[src/hw/rtl/wmv_pkg.sv]
// ----------------------------------------------------------------------------
// wmv_pkg
// Shared widths, constants and control structs of the weighted mean and
// variance core.
// ----------------------------------------------------------------------------
package wmv_pkg;

    localparam int MAX_PAIRS = 1024;
    localparam int ADDR_W    = $clog2(MAX_PAIRS);
    localparam int CNT_W     = ADDR_W + 1;

    localparam int WEIGHT_W  = 16;
    localparam int VALUE_W   = 16;
    localparam int PAIR_W    = WEIGHT_W + VALUE_W;
    localparam int PROD_W    = WEIGHT_W + VALUE_W;
    localparam int SUM_W     = PROD_W + CNT_W;
    localparam int TOTAL_W   = WEIGHT_W + CNT_W;
    localparam int SQ_W      = 2 * VALUE_W;
    localparam int WSQ_W     = WEIGHT_W + SQ_W;
    localparam int ACC_W     = WSQ_W + CNT_W;

    localparam int DIV_N_W   = ACC_W;
    localparam int DIV_D_W   = TOTAL_W;
    localparam int DIV_CNT_W = $clog2(DIV_N_W);

    localparam int MEAN_W    = 16;
    localparam int VAR_W     = 48;
    localparam int FRAC_W    = 16;

    localparam logic [MEAN_W-1:0] MEAN_POS_MAX = 16'h7fff;
    localparam logic [MEAN_W-1:0] MEAN_NEG_MAX = 16'h8000;

    typedef struct packed {
        logic                 en;
        logic [ADDR_W-1:0]    addr;
        logic [PAIR_W-1:0]    data;
    } store_wr_t;

    typedef struct packed {
        logic                 start;
        logic [CNT_W-1:0]     count;
        logic [MEAN_W-1:0]    mean;
    } pass_cmd_t;

    typedef struct packed {
        logic                 start;
        logic [DIV_N_W-1:0]   dividend;
        logic [DIV_D_W-1:0]   divisor;
    } div_cmd_t;

endpackage

[src/hw/rtl/wmv_divider.sv]
// ----------------------------------------------------------------------------
// wmv_divider
// Restoring unsigned divider, one quotient bit per cycle.
// ----------------------------------------------------------------------------
module wmv_divider
    import wmv_pkg::*;
(
    input  logic               clk,
    input  logic               rst_n,
    input  div_cmd_t           cmd,
    output logic               done,
    output logic [DIV_N_W-1:0] quotient
);

    logic                 busy_reg;
    logic                 done_reg;
    logic [DIV_CNT_W-1:0] cnt_reg;
    logic [DIV_N_W-1:0]   num_reg;
    logic [DIV_D_W-1:0]   rem_reg;
    logic [DIV_D_W-1:0]   den_reg;

    logic [DIV_D_W:0]     trial;
    logic [DIV_D_W:0]     diff;
    logic                 ge;

    assign trial = {rem_reg, num_reg[DIV_N_W-1]};
    assign diff  = trial - {1'b0, den_reg};
    assign ge    = trial >= {1'b0, den_reg};

    always_ff @(posedge clk or negedge rst_n)
    begin
        if (!rst_n)
        begin
            busy_reg <= 1'b0;
            done_reg <= 1'b0;
            cnt_reg  <= '0;
        end
        else
        begin
            done_reg <= 1'b0;
            if (cmd.start)
            begin
                busy_reg <= 1'b1;
                cnt_reg  <= '0;
            end
            else if (busy_reg)
            begin
                cnt_reg <= cnt_reg + 1'b1;
                if (cnt_reg == DIV_CNT_W'(DIV_N_W - 1))
                begin
                    busy_reg <= 1'b0;
                    done_reg <= 1'b1;
                end
            end
        end
    end

    always_ff @(posedge clk)
    begin
        if (cmd.start)
        begin
            num_reg <= cmd.dividend;
            den_reg <= cmd.divisor;
            rem_reg <= '0;
        end
        else if (busy_reg)
        begin
            num_reg <= {num_reg[DIV_N_W-2:0], ge};
            rem_reg <= ge ? diff[DIV_D_W-1:0] : trial[DIV_D_W-1:0];
        end
    end

    assign done     = done_reg;
    assign quotient = num_reg;

endmodule

[config.mk]
export PLATFORM = sky130hd
export DESIGN_NAME = wmv_divider
export DESIGN_NICKNAME = d
export VERILOG_FILES = /design/src/hw/rtl/wmv_pkg.sv /design/src/hw/rtl/wmv_divider.sv
export SDC_FILE = /design/constraint.sdc
export NUM_CORES = 1
export LEC_CHECK = 0
export BUFFER_PORTS_ARGS = -buffer_cell sky130_fd_sc_hd__clkbuf_2
export CELL_PAD_IN_SITES_DETAIL_PLACEMENT = 1
export CELL_PAD_IN_SITES_GLOBAL_PLACEMENT = 1
export CORE_MARGIN = 5
export CORE_UTILIZATION = 44
export CTS_BUF_LIST = sky130_fd_sc_hd__clkbuf_8
export CTS_CLUSTER_DIAMETER = 50
export DETAILED_ROUTE_END_ITERATION = 6
export GPL_TIMING_DRIVEN = 0
export HOLD_SLACK_MARGIN = 0.02
export PLACE_DENSITY = 0.81
export RECOVER_POWER = 50
export SLEW_MARGIN = 20
export SYNTH_ARGS = -nofsm -noshare
export SYNTH_HDL_FRONTEND = slang
export SYNTH_SLANG_ARGS = --single-unit
[constraint.sdc]
create_clock -name clk -period 3.05 [get_ports clk]
set_clock_uncertainty 0.1 [all_clocks]
set_input_delay 0.305 -clock clk [delete_from_list [all_inputs] [get_ports clk]]
set_output_delay 0.305 -clock clk [all_outputs]
set_load 0.005 [all_outputs]
[Word level (Yosys, flattened, before mapping)]
Index checks and enable logic that the tools add are counted.
Cells by class
  add/sub/neg operators: 2
  magnitude comparators: 1
  equal/unequal tests: 1
  muxes and demuxes: 11
  reduce and logical (&&, ||, !) cells: 1
Operators with widths (number)
  $mux 59: 2
  $ge 28x27->1: 1
  $mux 27: 1
  $sub 27x27->27: 1
  $mux 6: 2
  $add 6x1->6 const B: 1
  $eq 6x6->1 const B: 1
  $mux 1: 6
  $reduce_bool 2->1: 1
Storage, ports and cells
  register bits after elaboration: 121
  output and inout port bits: 60
  logic and storage cells: 22

[Depth between registers and ports, before layout]
  depth in word-level cells: 4
  mapped depth: 12
  gate-level depth less buffers: 11

[Least setup slack after synthesis]
Ideal clock, no wire load.
  path type: register to register
  from: register num_reg[58] (netlist: quotient[58])
  to: register rem_reg[26]
  data arrival time: 2.482 ns
  path slack: 0.376 ns
  cell stages (with the launch flop): 12
  buffers on the path: 0
  cells stage by stage: edfxtp_1 > inv_1 > ha_1 > fa_1 > nand2b_1 > a21o_1 > nand3_1 > a21oi_1 > o311ai_2 > a21oi_1 > o2111a_1 > nor4_1
Between the ends
  word-level cells in the longest chain between the ends: 2
  elaborated cells on any way between the ends: 3
Ends and longest elaborated chain
  from (decl): RTL line wmv_divider.sv:18  | logic [DIV_N_W-1:0] num_reg;
  from (signal assigned): RTL line wmv_divider.sv:62  | num_reg <= cmd.dividend;
  from (signal assigned): RTL line wmv_divider.sv:68  | num_reg <= {num_reg[DIV_N_W-2:0], ge};
  $sub 27x27->27 or $ge 28x27->1 (tied branches): RTL line wmv_divider.sv:27, wmv_divider.sv:28
  $mux 27 *: RTL line wmv_divider.sv:69  | rem_reg <= ge ? diff[DIV_D_W-1:0] : trial[DIV_D_W-1:0];
  to (signal assigned): RTL line wmv_divider.sv:69
  to (decl): RTL line wmv_divider.sv:19  | logic [DIV_D_W-1:0] rem_reg;
Mark *: on every way between the ends. The rest lies on a longest branch, timed or not.
A chain may end at the register's enable or synchronous reset.

[Final worst setup path]
  from: register num_reg[58] (netlist: quotient[58])
  to: register rem_reg[15]
The elaborated chain is that of the path after synthesis.

==> summary.md <==
| Metric | Value |
|---|---|
| Vias/cell | `5.59` |
| Synth async-reset ratio | `6.61%` |
| Leak pwr | `approximately 3.3 nW` |
| Flops & latches, synth | `~120` |
| Slowest stage delay, CP | `between 400 and 500 ps` |
| Die Area | `17,100 um^2` |
| Combinational family with the most area after synthesis | `compound AO/OA/AOI/OAI gates` |
| Syn Std Cell Area | `approximately 6400 um^2` |
| Hold crit path type | `primary input to flip-flop` |
| Outcome | `finished, final reports clean` |
| CP arrival | `approximately 3200 ps` |
| Finish-stage setup viols | `0` |
| Compound-gate portion of the synthesized area | `approximately 13%` |
| Fin util | `~57%` |
| Ys flop type | `edfxtp_1` |
| Worst path bufs/invs | `2` |
| Clk sinks | `roughly 120` |
| Final Hold Vio Count | `0` |
| Largest area contributor in the synthesized netlist | `edfxtp_1` |
| CTS tree | `done` |
| Clock tree root driver cell | `clkbuf_8` |
| Slew margin rel. | `about 41%` |
| Clock transition at path regs | `around 110 ps` |
| Max frequency | `343 MHz` |
| Layout cells sized above 1 | `between 20 and 30%` |
| Iter 0 DRT Violations | `roughly 270` |
| Synth warn | `0` |
| Pwr Density | `a little under 500 nW/um^2` |
| Post-Syn Instances | `approximately 560` |
| DR vias | `between 5,000 and 6,000` |
| Peak supply drop | `approximately 0.39 mV` |
| Period utilization | `between 90% and 100%` |
| Row count | `between 40 and 50` |
| Gr usage total | `about 24%` |
| Area grow syn2layout | `27.6%` |
| Largest net degree at the start of global routing | `60` |
| CP Capture Type | `flip-flop` |
| Post-synthesis sequential area ratio | `between 50 and 60%` |
| I/O Pins | `149` |
| Detail Route Antenna Nets | `0` |
| Largest register FFs | `59` |
| CTS Buf Count | `17` |
| Post-synth EDFFs | `86` |
| Slew @ Worst Pin | `~890 ps` |
| Vert. Die Dim | `131 um` |
| Req. time, crit path | `around 3300 ps` |
| Gr ovfl total | `0` |
| Vias in the first global route | `just under 6,000` |
| Top cell type's share of synthesized area | `between 40% and 50%` |
| Max_cap viols | `0` |
| N_diodes | `0` |
| DRC errors left | `0` |
| Slowest-stage cell, CP | `edfxtp_1` |
| Core ar. | `roughly 14,000 um^2` |
| Worst path cell trace | `inv_1, ha_1, fa_1, nand2b_4, a21o_1, nand3_4, a211oi_4, nand4_1, nand2_4, buf_6, nand2_1, a311oi_2` |
| Initial antenna violation count | `1` |
| Cell family with most CP delay | `compound AO/OA/AOI/OAI gates` |
| Post-Synth XOR/XNOR Area | `around 3.3%` |
| Final wirelength | `roughly 21,000 um` |
| Most common cell after layout, fill and taps aside | `clkbuf_2` |
| Syn Area/Cell | `about 11 um^2` |
| Adder-cell share of the synthesized area | `roughly 6%` |
| First-pass GRT wire length | `roughly 32,000 um` |
| Starting Density | `roughly 44%` |
| Maximum buffer depth of the clock tree | `2` |
| Final Slew Violations | `0` |
| Fin nets | `about 900` |
| Tot Pwr | `between 0.004 and 0.005 W` |
| Cell Count, Final, Fillers Out | `around 970` |
| DP HPWL | `between 10,000 and 15,000 um` |
| Final-layout fill cell count | `1,619` |
| Tmin final | `~2900 ps` |
| Die Width | `~130 um` |
| Post-synthesis simple-gate area fraction | `between 10% and 20%` |
| CP Class | `flip-flop to flip-flop` |
| Routed len/inst | `roughly 22 um` |
| Commonest non-fill, non-tap cells in the layout | `clkbuf_2 (92), edfxtp_1 (86), clkbuf_1 (71)` |
| # port buffers | `148` |
| Clk Latency, worst-skew pair | `480 ps` |
| Mux contribution to synthesized area | `10.6%` |
| Syn nets | `between 600 and 700` |
| Post-Place Cells | `about 900` |
| RePlAce Congestion | `roughly 0.87` |
| H-tree levels | `4` |
| Largest cells by area after synthesis | `edfxtp_1 (40%), mux2_2 (10%), dfxtp_1 (8.4%)` |
| Critical path peak fanout | `10` |
| First-pass DRT Iterations | `4` |
| CP startpoint kind | `flip-flop` |
| Post-synth cell types | `~60` |
-- power breakdown --
group          internal, W  total [W]  switching [W]
clock network     0.000728    0.00149       0.000760
logic             0.000258   0.000537       0.000279
registers          0.00190    0.00198      0.0000792
total              0.00289    0.00400        0.00112
-- per-stage QoR --
step | setup TNS, ps | setup slack, ps | hold slack (ps) | area, um^2
3_3_place_gp | -42850 | -730 | 63.8 | 7370
5_1_grt | -41.9 | -22.9 | 12.3 | 8160
6_report | 0 | 138 | 25.0 | 8160
2_1_floorplan | 0 | 376 | -90.6 | 6400
3_5_place_dp | -298 | -88.9 | 71.6 | 7370
4_1_cts | 0 | 13.0 | 20.4 | 8070
-- metal layers --
layer / wire length [um] / global-route usage, %
met2: 10700 / 41.2
met3: 1850 / 9.80
met1: 8200 / 27.5
met4: 517 / 9.38
met5: 0 / 0
-- worst reg2reg max path, cell delays in order (launching register included) --
cell and delay [ps]:
edfxtp_1 430, inv_1 80, ha_1 190, fa_1 220, nand2b_4 150, a21o_1 180, nand3_4 110, a211oi_4 330
nand4_1 240, nand2_4 180, buf_6 190, nand2_1 100, a311oi_2 320
-- path summary, 6_finish.rpt --
path                                                from                  endpoint  slack, ps  cells past startpoint
worst max-delay path              quotient[58]$_DFFE_PP_  rem_reg[15]$_SDFFE_PP0P_        140                     12
worst min-delay path                             cmd[50]    quotient[23]$_DFFE_PP_         20                      2
worst max register to register    quotient[58]$_DFFE_PP_  rem_reg[15]$_SDFFE_PP0P_        140                     12
worst min register to register  rem_reg[14]$_SDFFE_PP0P_  rem_reg[14]$_SDFFE_PP0P_        410                      2
max in group asynchronous                          rst_n    cnt_reg[0]$_DFFE_PN0P_       2250                      2
min in group asynchronous                          rst_n    cnt_reg[5]$_DFFE_PN0P_        230                      2
-- timing repair --
item	in CTS	in global routing
hold endpoints to repair	36	2
buffers inserted	1	8
resized for setup	3	16
endpoints found under the setup margin	17	27
hold buffers	29	2
pin swaps	3	6
-- synth_stat cells (3+ instances only) --
master / instances
edfxtp_1: 86
buf_1: 4
o211ai_1: 3
a311oi_1: 18
a31oi_1: 6
clkbuf_1: 13
nand2b_1: 6
xnor2_1: 14
o21a_1: 3
and4_1: 4
buf_6: 3
dfxtp_1: 27
ha_1: 29
nor3_1: 12
xor2_1: 10
a21oi_1: 30
nor2b_1: 7
nand4_1: 9
o22ai_1: 3
a21o_1: 9
nand2_1: 53
o31ai_1: 4
a211oi_1: 6
o21ai_0: 15
nand3_1: 10
dfrtp_1: 8
nor2_1: 41
inv_1: 33
mux2_2: 59
-- cell families (layout without fill, tap and decap cells) --
kind of cell / Yosys count / in the layout
simple gates: 156 / 156
flops: 121 / 121
compound gates: 114 / 114
mux: 60 / 60
buf+inv: 59 / 279
fa+ha+maj: 30 / 30
xor+xnor: 24 / 24
-- layout make-up --
type                            count  area (um^2)  area share (%)
Sequential cell                   121         3320            40.7
Multi-Input combinational cell    384         2910            35.7
Timing Repair Buffer              188         1050            12.8
Clock buffer                       17          234            2.87
Tap cell                          184          230            2.82
Clock inverter                     15          153            1.87
Buffer                             26          140            1.72
Inverter                           33          126            1.55
(Power assumes the default switching activity.)
